File: src/rtl/rsm_pkg.sv
package rsm_pkg;

    // default row length and register reset
    localparam int ROW_LEN_DEF = 16;
    localparam logic [15:0] EPS_RESET = 16'd1;

    // log2(e) in Q16
    localparam logic [16:0] LOG2E_Q16 = 17'd94548;

    // quotient bits produced by the divider
    localparam int DIV_STEPS = 17;

    typedef struct packed {
        logic signed [15:0] logit;
        logic               row_end;
    } in_word_t;

    typedef struct packed {
        logic [15:0] probability;
        logic        final_of_row;
    } out_word_t;

    // commands from controller to datapath
    typedef struct packed {
        logic load_we;
        logic first;
        logic exp_rd;
        logic exp_mul;
        logic exp_int;
        logic exp_wr;
        logic div_rd;
        logic div_init;
        logic div_step;
        logic out_load;
        logic out_last;
    } cmd_t;

    // status from datapath to controller
    typedef struct packed {
        logic out_full;
    } sts_t;

    // round(65536 * 2^(-j/16))
    function automatic logic [16:0] pow2_frac(input logic [4:0] j);
        logic [16:0] v;
        case (j)
            5'd0:    v = 17'd65536;
            5'd1:    v = 17'd62757;
            5'd2:    v = 17'd60097;
            5'd3:    v = 17'd57549;
            5'd4:    v = 17'd55109;
            5'd5:    v = 17'd52773;
            5'd6:    v = 17'd50535;
            5'd7:    v = 17'd48393;
            5'd8:    v = 17'd46341;
            5'd9:    v = 17'd44376;
            5'd10:   v = 17'd42495;
            5'd11:   v = 17'd40693;
            5'd12:   v = 17'd38968;
            5'd13:   v = 17'd37316;
            5'd14:   v = 17'd35734;
            5'd15:   v = 17'd34219;
            5'd16:   v = 17'd32768;
            default: v = 17'd32768;
        endcase
        return v;
    endfunction

endpackage

File: src/rtl/row_softmax_top.sv
// Row softmax: logits arrive one word per handshake (signed Q8.8) and are
// stored until row_end or until ROW_LEN words close the row. The block then
// finds exp(x - max) for each element (Q1.16, shift plus interpolated table),
// sums them and returns one Q0.16 probability word per element, in arrival
// order, with final_of_row on the last. Input is taken one word per cycle
// while loading; after the row closes no input is taken until the last
// probability is loaded into the output register. The block first computes
// the exponential of every element (RAM read, two registered multiplies,
// write), then divides each one (RAM read, setup, restoring divider, output
// load). epsilon (cfg_we/cfg_data) resets to 1 and is to be written while
// idle; the user must ensure this, as the block does not enforce it.
module row_softmax_top #(
    parameter int ROW_LEN = rsm_pkg::ROW_LEN_DEF
) (
    input  logic               clk,
    input  logic               rst_n,
    input  logic               in_valid,
    output logic               in_ready,
    input  rsm_pkg::in_word_t  in_data,
    output logic               out_valid,
    input  logic               out_ready,
    output rsm_pkg::out_word_t out_data,
    input  logic               cfg_we,
    input  logic [15:0]        cfg_data
);
    import rsm_pkg::*;

    cmd_t                       cmd;
    sts_t                       sts;
    logic [$clog2(ROW_LEN)-1:0] addr;

    rsm_ctrl #(.ROW_LEN(ROW_LEN)) u_ctrl (
        .clk      (clk),
        .rst_n    (rst_n),
        .in_valid (in_valid),
        .row_end  (in_data.row_end),
        .in_ready (in_ready),
        .sts      (sts),
        .cmd      (cmd),
        .addr     (addr)
    );

    rsm_dp #(.ROW_LEN(ROW_LEN)) u_dp (
        .clk       (clk),
        .rst_n     (rst_n),
        .in_data   (in_data),
        .cfg_we    (cfg_we),
        .cfg_data  (cfg_data),
        .cmd       (cmd),
        .addr      (addr),
        .sts       (sts),
        .out_valid (out_valid),
        .out_ready (out_ready),
        .out_data  (out_data)
    );

    // never overwrite a waiting result
    a_no_overwrite: assert property (@(posedge clk) disable iff (!rst_n)
        cmd.out_load |-> !sts.out_full)
        else $error("result loaded over a waiting word");

    // a loaded result shows up next cycle
    a_load_shows: assert property (@(posedge clk) disable iff (!rst_n)
        cmd.out_load |=> out_valid)
        else $error("loaded result not presented");

    // input taken only outside the compute phases
    a_no_input_busy: assert property (@(posedge clk) disable iff (!rst_n)
        (cmd.exp_wr || cmd.div_step || cmd.out_load) |-> !in_ready)
        else $error("input ready while computing");

endmodule

File: src/rtl/rsm_ram.sv
module rsm_ram #(
    parameter int WIDTH = 16,
    parameter int DEPTH = 16
) (
    input  logic                     clk,
    input  logic                     we,
    input  logic [$clog2(DEPTH)-1:0] waddr,
    input  logic [WIDTH-1:0]         wdata,
    input  logic [$clog2(DEPTH)-1:0] raddr,
    output logic [WIDTH-1:0]         rdata
);

    logic [WIDTH-1:0] mem [DEPTH];

    // one write port, registered read port
    always_ff @(posedge clk)
    begin
        if (we)
        begin
            mem[waddr] <= wdata;
        end
        rdata <= mem[raddr];
    end

endmodule

File: src/rtl/rsm_ctrl.sv
module rsm_ctrl #(
    parameter int ROW_LEN = rsm_pkg::ROW_LEN_DEF
) (
    input  logic                       clk,
    input  logic                       rst_n,
    input  logic                       in_valid,
    input  logic                       row_end,
    output logic                       in_ready,
    input  rsm_pkg::sts_t              sts,
    output rsm_pkg::cmd_t              cmd,
    output logic [$clog2(ROW_LEN)-1:0] addr
);
    import rsm_pkg::*;

    localparam int IDX_W = $clog2(ROW_LEN);
    localparam int CNT_W = $clog2(ROW_LEN + 1);

    typedef enum logic [8:0] {
        S_LOAD  = 9'b000000001,
        S_ERD   = 9'b000000010,
        S_EMUL  = 9'b000000100,
        S_EINT  = 9'b000001000,
        S_EWR   = 9'b000010000,
        S_DRD   = 9'b000100000,
        S_DINIT = 9'b001000000,
        S_DIV   = 9'b010000000,
        S_DOUT  = 9'b100000000
    } state_t;

    state_t             state_reg, state_next;
    logic [IDX_W-1:0]   count_reg, count_next;
    logic [IDX_W-1:0]   j_reg, j_next;
    logic [CNT_W-1:0]   n_reg, n_next;
    logic [4:0]         bit_reg, bit_next;
    logic               j_last;

    assign j_last = (CNT_W'(j_reg) == n_reg - CNT_W'(1));

    always_ff @(posedge clk or negedge rst_n)
    begin
        if (!rst_n)
        begin
            state_reg <= S_LOAD;
            count_reg <= '0;
            j_reg     <= '0;
            n_reg     <= '0;
            bit_reg   <= '0;
        end
        else
        begin
            state_reg <= state_next;
            count_reg <= count_next;
            j_reg     <= j_next;
            n_reg     <= n_next;
            bit_reg   <= bit_next;
        end
    end

    // sequencer: load, exponentiate each element, divide each element
    always_comb
    begin
        state_next = state_reg;
        count_next = count_reg;
        j_next     = j_reg;
        n_next     = n_reg;
        bit_next   = bit_reg;
        cmd        = '0;
        in_ready   = 1'b0;
        addr       = j_reg;
        case (state_reg)
            S_LOAD:
            begin
                in_ready  = 1'b1;
                addr      = count_reg;
                cmd.first = (count_reg == '0);
                if (in_valid)
                begin
                    cmd.load_we = 1'b1;
                    if (row_end || (CNT_W'(count_reg) == CNT_W'(ROW_LEN - 1)))
                    begin
                        n_next     = CNT_W'(count_reg) + CNT_W'(1);
                        count_next = '0;
                        j_next     = '0;
                        state_next = S_ERD;
                    end
                    else
                    begin
                        count_next = count_reg + IDX_W'(1);
                    end
                end
            end
            S_ERD:
            begin
                cmd.exp_rd = 1'b1;
                state_next = S_EMUL;
            end
            S_EMUL:
            begin
                cmd.exp_mul = 1'b1;
                state_next  = S_EINT;
            end
            S_EINT:
            begin
                cmd.exp_int = 1'b1;
                state_next  = S_EWR;
            end
            S_EWR:
            begin
                cmd.exp_wr = 1'b1;
                if (j_last)
                begin
                    j_next     = '0;
                    state_next = S_DRD;
                end
                else
                begin
                    j_next     = j_reg + IDX_W'(1);
                    state_next = S_ERD;
                end
            end
            S_DRD:
            begin
                cmd.div_rd = 1'b1;
                state_next = S_DINIT;
            end
            S_DINIT:
            begin
                cmd.div_init = 1'b1;
                bit_next     = '0;
                state_next   = S_DIV;
            end
            S_DIV:
            begin
                cmd.div_step = 1'b1;
                bit_next     = bit_reg + 5'd1;
                if (bit_reg == 5'(DIV_STEPS - 1))
                begin
                    state_next = S_DOUT;
                end
            end
            S_DOUT:
            begin
                if (!sts.out_full)
                begin
                    cmd.out_load = 1'b1;
                    cmd.out_last = j_last;
                    if (j_last)
                    begin
                        state_next = S_LOAD;
                    end
                    else
                    begin
                        j_next     = j_reg + IDX_W'(1);
                        state_next = S_DRD;
                    end
                end
            end
            default:
            begin
                state_next = S_LOAD;
            end
        endcase
    end

endmodule

File: src/rtl/rsm_dp.sv
module rsm_dp #(
    parameter int ROW_LEN = rsm_pkg::ROW_LEN_DEF
) (
    input  logic                       clk,
    input  logic                       rst_n,
    input  rsm_pkg::in_word_t          in_data,
    input  logic                       cfg_we,
    input  logic [15:0]                cfg_data,
    input  rsm_pkg::cmd_t              cmd,
    input  logic [$clog2(ROW_LEN)-1:0] addr,
    output rsm_pkg::sts_t              sts,
    output logic                       out_valid,
    input  logic                       out_ready,
    output rsm_pkg::out_word_t         out_data
);
    import rsm_pkg::*;

    localparam int SUM_W = $clog2(ROW_LEN * 65536 + 1);
    localparam int DEN_W = SUM_W + 1;

    logic [15:0]        eps_reg;
    logic signed [15:0] max_reg;
    logic [SUM_W-1:0]   sum_reg;
    logic [15:0]        logit_rd;
    logic [16:0]        exp_rd;
    logic [16:0]        exp_val;
    logic [24:0]        y_reg;
    logic [16:0]        t0_reg;
    logic [8:0]         k_reg;
    logic [23:0]        frac_reg;
    logic [DEN_W-1:0]   rem_reg;
    logic [16:0]        q_reg;
    logic               nbit_reg;
    logic               out_valid_reg;
    out_word_t          out_reg;

    logic [15:0]        d;
    logic [32:0]        y_prod;
    logic [3:0]         fi;
    logic [16:0]        t0, t1, tdiff;
    logic [16:0]        m;
    logic [DEN_W-1:0]   denom;
    logic [DEN_W:0]     rem_sh;
    logic               ge;

    // epsilon register
    always_ff @(posedge clk or negedge rst_n)
    begin
        if (!rst_n)
        begin
            eps_reg <= EPS_RESET;
        end
        else if (cfg_we)
        begin
            eps_reg <= cfg_data;
        end
    end

    rsm_ram #(.WIDTH(16), .DEPTH(ROW_LEN)) u_logit_ram (
        .clk   (clk),
        .we    (cmd.load_we),
        .waddr (addr),
        .wdata (in_data.logit),
        .raddr (addr),
        .rdata (logit_rd)
    );

    rsm_ram #(.WIDTH(17), .DEPTH(ROW_LEN)) u_exp_ram (
        .clk   (clk),
        .we    (cmd.exp_wr),
        .waddr (addr),
        .wdata (exp_val),
        .raddr (addr),
        .rdata (exp_rd)
    );

    // running max and exponential sum
    always_ff @(posedge clk or negedge rst_n)
    begin
        if (!rst_n)
        begin
            max_reg <= 16'sh8000;
            sum_reg <= '0;
        end
        else
        begin
            if (cmd.load_we && (cmd.first || (in_data.logit > max_reg)))
            begin
                max_reg <= in_data.logit;
            end
            if (cmd.load_we && cmd.first)
            begin
                sum_reg <= '0;
            end
            else if (cmd.exp_wr)
            begin
                sum_reg <= sum_reg + SUM_W'(exp_val);
            end
        end
    end

    // exponent: scale by log2(e), split into shift and table interpolation
    assign d      = 16'(max_reg - $signed(logit_rd));
    assign y_prod = {17'd0, d} * {16'd0, LOG2E_Q16};
    assign fi     = y_reg[15:12];
    assign t0     = pow2_frac({1'b0, fi});
    assign t1     = pow2_frac({1'b0, fi} + 5'd1);
    assign tdiff  = t0 - t1;
    assign m      = t0_reg - 17'(frac_reg[23:12]);
    assign exp_val = (k_reg < 9'd17) ? (m >> k_reg[4:0]) : 17'd0;

    always_ff @(posedge clk)
    begin
        if (cmd.exp_mul)
        begin
            y_reg <= y_prod[32:8];
        end
        if (cmd.exp_int)
        begin
            t0_reg   <= t0;
            k_reg    <= y_reg[24:16];
            frac_reg <= {12'd0, tdiff[11:0]} * {12'd0, y_reg[11:0]};
        end
    end

    // restoring divider, one quotient bit per cycle
    assign denom  = DEN_W'(sum_reg) + DEN_W'(eps_reg);
    assign rem_sh = {rem_reg, nbit_reg};
    assign ge     = (rem_sh >= {1'b0, denom});

    always_ff @(posedge clk)
    begin
        if (cmd.div_init)
        begin
            rem_reg  <= DEN_W'(exp_rd[16:1]);
            nbit_reg <= exp_rd[0];
            q_reg    <= '0;
        end
        else if (cmd.div_step)
        begin
            rem_reg  <= ge ? DEN_W'(rem_sh - {1'b0, denom}) : rem_sh[DEN_W-1:0];
            nbit_reg <= 1'b0;
            q_reg    <= {q_reg[15:0], ge};
        end
    end

    // output word register
    always_ff @(posedge clk or negedge rst_n)
    begin
        if (!rst_n)
        begin
            out_valid_reg <= 1'b0;
        end
        else if (cmd.out_load)
        begin
            out_valid_reg <= 1'b1;
        end
        else if (out_ready)
        begin
            out_valid_reg <= 1'b0;
        end
    end

    always_ff @(posedge clk)
    begin
        if (cmd.out_load)
        begin
            out_reg.probability  <= q_reg[16] ? 16'hFFFF : q_reg[15:0];
            out_reg.final_of_row <= cmd.out_last;
        end
    end

    assign sts.out_full = out_valid_reg;
    assign out_valid    = out_valid_reg;
    assign out_data     = out_reg;

endmodule

File: config.mk
export PLATFORM = sky130hd
export DESIGN_NAME = row_softmax_top
export DESIGN_NICKNAME = d
export VERILOG_FILES = /design/src/rtl/rsm_pkg.sv /design/src/rtl/row_softmax_top.sv /design/src/rtl/rsm_ram.sv /design/src/rtl/rsm_ctrl.sv /design/src/rtl/rsm_dp.sv
export SDC_FILE = /design/constraint.sdc
export NUM_CORES = 2
export LEC_CHECK = 0
export BUFFER_PORTS_ARGS = -buffer_cell sky130_fd_sc_hd__buf_2
export CAP_MARGIN = 25
export CELL_PAD_IN_SITES_DETAIL_PLACEMENT = 0
export CELL_PAD_IN_SITES_GLOBAL_PLACEMENT = 1
export CORE_MARGIN = 5
export CORE_UTILIZATION = 35
export CTS_CLUSTER_SIZE = 28
export DETAILED_ROUTE_END_ITERATION = 6
export PLACE_DENSITY_LB_ADDON = 0.1
export SYNTH_ARGS = -nofsm -noshare
export SYNTH_HDL_FRONTEND = slang
export SYNTH_SLANG_ARGS = --single-unit
File: constraint.sdc
create_clock -name clk -period 10.9 [get_ports clk]
set_input_delay 2.18 -clock clk [delete_from_list [all_inputs] [get_ports clk]]
set_output_delay 2.18 -clock clk [all_outputs]
set_load 0.02 [all_outputs]
# Word-level counts from Yosys, hierarchy flattened
# Memories as Yosys holds them, arrays and structs flattened. A register that Yosys moved wholly into a read port is not among the register bits.
# Index checks and enable logic that the tools add are counted.
[totals]
word_cells = 115
rom_bits = 816
n_memories = 4
register_bits = 213
ramBits = 528
in_bits = 38
[op_classes]
multipliers = 2
shift = 1
n_lt_le_gt_ge = 3
n_addsub = 12
eq_ne = 17
muxes = 41
n_reduce_logical = 15
bitwise = 1
[mem_list]
columns = ["memory", "words", "width", "rd", "rd_ports_with_merged_regs", "write_ports", "line", "rtl"]
rows = [
  ["(name not given)", 32, 17, 1, 0, 0, "rsm_pkg.sv:46", "case (j)"],
  ["(name not given)", 16, 17, 1, 1, 0, "rsm_pkg.sv:46", ""],
  ["u_dp.u_exp_ram.mem", 16, 17, 1, 1, 1, "rsm_ram.sv:13", "logic [WIDTH-1:0] mem [DEPTH];"],
  ["u_dp.u_logit_ram.mem", 16, 16, 1, 1, 1, "rsm_ram.sv:13", ""],
]
[op_table]
columns = ["cell", "count"]
rows = [
  ["$pmux W9 S9", 1],
  ["$mux W21", 2],
  ["$mux W9", 4],
  ["$mux W16", 2],
  ["$mux W4", 8],
  ["$mul A16 B15 Y31 const B", 1],
  ["$mul A12 B12 Y24", 1],
  ["$ge A23 B22 Y1", 1],
  ["$add A21 B16 Y22", 1],
  ["$mux W22", 1],
  ["$sub A22 B22 Y22", 1],
  ["$add A21 B17 Y21", 1],
  ["$mux W17", 1],
  ["$shr A17 B5 Y17", 1],
  ["$sub A17 B12 Y17", 1],
  ["$gt A16 B16 Y1", 1],
  ["$sub A16 B16 Y16", 1],
  ["$mux W1", 15],
  ["$mux W6", 2],
  ["$pmux W4 S3", 1],
  ["$sub A12 B12 Y12", 1],
  ["$add A4 B1 Y5 const B", 2],
  ["$pmux W5 S2", 1],
  ["$eq A9 B1 Y1 const B", 1],
  ["29 further kinds", 40],
]

# Logic depth before layout (Yosys ltp)
[depth]
depth_word = 6
depth_mapped = 37
ltp_nobuf = 36

# Modules after synthesis
# From an unflattened synthesis, not the netlist that was laid out.
[hier_totals]
cells_unflattened = 3427
area_unflattened_um2 = 44547.7
[modules_own_cells]
columns = ["mod", "cells_per_inst", "n_inst", "seq_area_each_um2", "area_each_um2"]
rows = [
  ["rsm_dp", 2350, 1, 5067.4, 22034.9],
  ["rsm_ram at u_dp.u_exp_ram", 458, 1, 8508.2, 10637.7],
  ["rsm_ram at u_dp.u_logit_ram", 432, 1, 8007.7, 10043.4],
  ["rsm_ctrl", 187, 1, 676.9, 1831.8],
]

# Worst setup path before layout
# No wires, ideal clock.
[synth_path]
path_type = "register to register"
from = "register u_dp.y_reg[13]"
to = "register u_dp.frac_reg[22] (data pin)"
required_time_ps = 10643
n_path_buf = 2
arrival_time_ps = 8221
slack_ps = 2422
synth_period_minus_slack_ps = 8478
stages_incl_launch_ff = 35
path_cell_list = "edfxtp_1 -> ha_1 -> ha_1 -> buf_1 -> mux4_2 -> inv_1 -> nand2_1 -> ha_1 -> nor2b_1 -> o21ai_0 -> a21boi_1 -> o21ai_0 -> a21boi_0 -> o21ai_1 -> nand2_1 -> o311ai_1 -> clkbuf_1 -> nand2_1 -> fa_1 -> inv_1 -> fa_1 -> inv_1 -> fa_1 -> fa_1 -> fa_1 -> inv_1 -> ha_1 -> a21o_1 -> a21o_1 -> a21oi_1 -> o21ai_0 -> a21oi_1 -> o211ai_1 -> and2_1 -> xor2_1"
[synth_via]
elab_chain_len = 4
[synth_lines]
columns = ["element", "line", "rtl"]
rows = [
  ["start, declared", "rsm_dp.sv:27", "logic [24:0] y_reg;"],
  ["start signal, assigned", "rsm_dp.sv:116", "y_reg <= y_prod[32:8];"],
  ["$add A4 B1 Y5", "rsm_dp.sv:107", "assign t1 = pow2_frac({1'b0, fi} + 5'd1);"],
  ["$mem_v2 Z32 W17", "--", ""],
  ["$sub A12 B12 Y12", "rsm_dp.sv:108", "assign tdiff = t0 - t1;"],
  ["$mul A12 B12 Y24", "rsm_dp.sv:122", "frac_reg <= {12'd0, tdiff[11:0]} * {12'd0, y_reg[11:0]};"],
  ["end signal, assigned", "rsm_dp.sv:122", ""],
  ["end, declared", "rsm_dp.sv:30", "logic [23:0] frac_reg;"],
]
# No other way between the ends.
# A chain may end at the register's enable or synchronous reset.

# Worst setup path after layout
[layout_path]
from = "register u_dp.y_reg[12]"
to = "register u_dp.frac_reg[22] (data pin)"
# Same word-level chain as after synthesis.

==> results_dict.tcl <==
set metrics [dict create \
    status "finished, final reports clean" \
    nets 4110 \
    n_antenna_cell 0 \
    dp_hpwl_mm 82.4 \
    ys_seq_area_frac 0.501 \
    cts.htree.levels 3 \
    gr-total-overflow 0 \
    slowest_delay_ps 720 \
    setup_tns_ps 0 \
    crit_slowest_cell "xor2_1" \
    syn_nets 4023 \
    grt_pass1_wl_mm 181 \
    synth-main-ff-cell "edfxtp_1" \
    worst-setup-path-type "flop to flop" \
    yosys_warnings 0 \
    netlist.area_leader.share 0.422 \
    met2_usage 0.298 \
    min_period_ps 9780 \
    setup_viol 0 \
    cts_resized 0 \
    clock.fmax_ghz 0.102 \
    seqCellArea_um2 22300 \
    cts_buffers 90 \
    hold_viol 0 \
    layout-drive-gt1-share 0.146 \
    synth_area_leaders "edfxtp_1, ha_1, fa_1, mux4_2, dfrtp_1" \
    synth-edff-count 625 \
    root_buffer "clkbuf_16" \
    via_per_inst 5.26 \
    first_pass_iters 5 \
    synthCells 3491 \
    drt-total-wl_mm 119 \
    hold_class "flop to flop" \
    insertion_delay_ps 710 \
    grt_util_all_layers 0.175 \
    clkSlewWorstSetupHoldPaths_ps 60 \
    numClockSinks 779 \
    cp_max_fo 15 \
    start_util 0.353 \
    gp_congestion 0.860 \
    drv_cap 0 \
    grt_max_degree 58 \
    area_delta_synth_final_pct 12.8 \
    async_reset_ff_frac 0.104 \
    first_iter_violations 2016 \
    fp.dieH_um 366 \
    crit_arrival_ps 10230 \
    first_global_vias 29200 \
    avgRoutedWirePerCell_um 22.4 \
    r2r_cells 31 \
    worstSetupEndpointType "flop" \
    netlist_area_um2 44400 \
    slew_headroom 0.308 \
    avgSynthCellArea_um2 12.7 \
    fp.dieW_um 366 \
    die_area_um2 134000 \
    min_period_over_period 0.897 \
    clk_path_buf_depth 3 \
    ios 57 \
    start_kind "flop" \
    met3_usage 0.0262 \
    core_area_um2 126000 \
    synth_cell_type_count 92 \
    multi_input_area_um2 20600 \
    hold_path_depth 0 \
    post_cts_buffers 0 \
    largest_reg_flops 272 \
    cts_hold_buf 0 \
    crit_top_cell "fa_1" \
    required_ps 11350 \
    route.detailed.drc 0 \
    ant_nets 0 \
    io_buffers 56 \
    slew_viol_final 0 \
    cts_tree "yes" \
    worst_pin_slew_ps 1030 \
    rsz0062_at_grt "false" \
    grt-busiest-layer "met2" \
    antenna_found_initial 6 \
    finalClockSkew_ps 65.7 \
    ys_ff_latch 779 \
    grt_use_met1 0.239 \
    fillers 11900 \
    num_rows 130 \
    synth_top_area_cell "edfxtp_1" \
    vias 27900 \
]
## worst max-delay path: cells and delay by family, from the launching register on
kind | cells | cell delay [ps]
adder cells (fa/ha/maj) | 9 | 4230
AO/OA/AOI/OAI | 12 | 2460
XOR/XNOR | 2 | 850
AND/OR/NAND/NOR | 5 | 690
flip-flops | 1 | 630
multiplexers | 1 | 570
buffers and inverters | 2 | 120
## worst paths after layout
kind,end,start,slack (ps)
min in group asynchronous,u_dp.max_reg[0],rst_n,1410
max in group asynchronous,u_dp.eps_reg[7],rst_n,8200
hold / removal,u_dp.t0_reg[12],u_dp.t0[12],400
setup / recovery,u_dp.frac_reg[22],u_dp.y_reg[12],1120
hold reg to reg,u_dp.t0_reg[12],u_dp.t0[12],400
setup reg to reg,u_dp.frac_reg[22],u_dp.y_reg[12],1120
## synthesized netlist by cell type (all sizes together) (71+ instances only)
library cell,number
o21ai,103
clkbuf,99
a21oi,125
mux4,136
ha,320
edfxtp,625
xnor2,72
nand2,244
nand3,74
nor2,217
inv,340
a22oi,71
dfxtp,73
dfrtp,78
fa,174
## stage by stage
step / util / hold slack, ps / area (µm²) / instances / setup slack, ps
3_3_place_gp: 0.373 / 393 / 46900 / 5128 / 1380
4_1_cts: 0.398 / 404 / 50100 / 5302 / 1090
6_report: 0.398 / 405 / 50100 / 5305 / 1120
2_1_floorplan: - / 386 / 44400 / 3491 / 2420
5_1_grt: 0.398 / 410 / 50100 / 5305 / 437
3_5_place_dp: 0.373 / 391 / 47000 / 5133 / 1100
## final cells by class
class,count,share of cell area
Inverter,340,0.0255
Tap cell,1650,0.0412
Timing Repair Buffer,128,0.0169
Sequential cell,779,0.444
Clock inverter,45,0.0119
Clock buffer,124,0.0499
Multi-Input combinational cell,2239,0.411
## placed cells by master, fill, tap and decap left out, types with 21 or more instances in the layout
cell type / instances
inv_1: 338
nand3_1: 73
xor2_1: 61
mux2_2: 25
a21o_1: 38
dfxtp_1: 73
fa_1: 174
or2_2: 29
and2_1: 57
clkbuf_1: 23
o21a_1: 22
dfrtp_1: 78
nor2b_1: 41
buf_2: 55
nand2_1: 244
nor2_2: 21
buf_4: 67
a21oi_1: 125
nor2_1: 190
nand2b_1: 33
clkbuf_16: 91
edfxtp_1: 625
o21ai_0: 94
ha_1: 320
mux4_2: 136
a22oi_1: 71
nor3_1: 39
xnor2_1: 72
and3_1: 35
## kinds of logic (layout without fill, tap and decap cells)
logic type / count (synthesis) / in the layout / share of synthesized area
multiplexers: 182 / 182 / 0.0803
flip-flops: 779 / 779 / 0.501
AO/OA/AOI/OAI: 586 / 586 / 0.0904
adder cells (fa/ha/maj): 494 / 494 / 0.169
AND/OR/NAND/NOR: 844 / 844 / 0.0922
XOR/XNOR: 133 / 133 / 0.0262
buffers and inverters: 473 / 637 / 0.0415
## layer usage
| metal | vias up | part of all wire |
|---|---|---|
| met2 | 538 | 0.49 |
| met5 | - | 0.00015 |
| li1 | 13000 | - |
| met4 | 2 | 0.018 |
| met3 | 129 | 0.041 |
| met1 | 14300 | 0.45 |
Power is not shown: default switching activity piles up to over one toggle a cycle in this logic, so the estimate is an artifact.
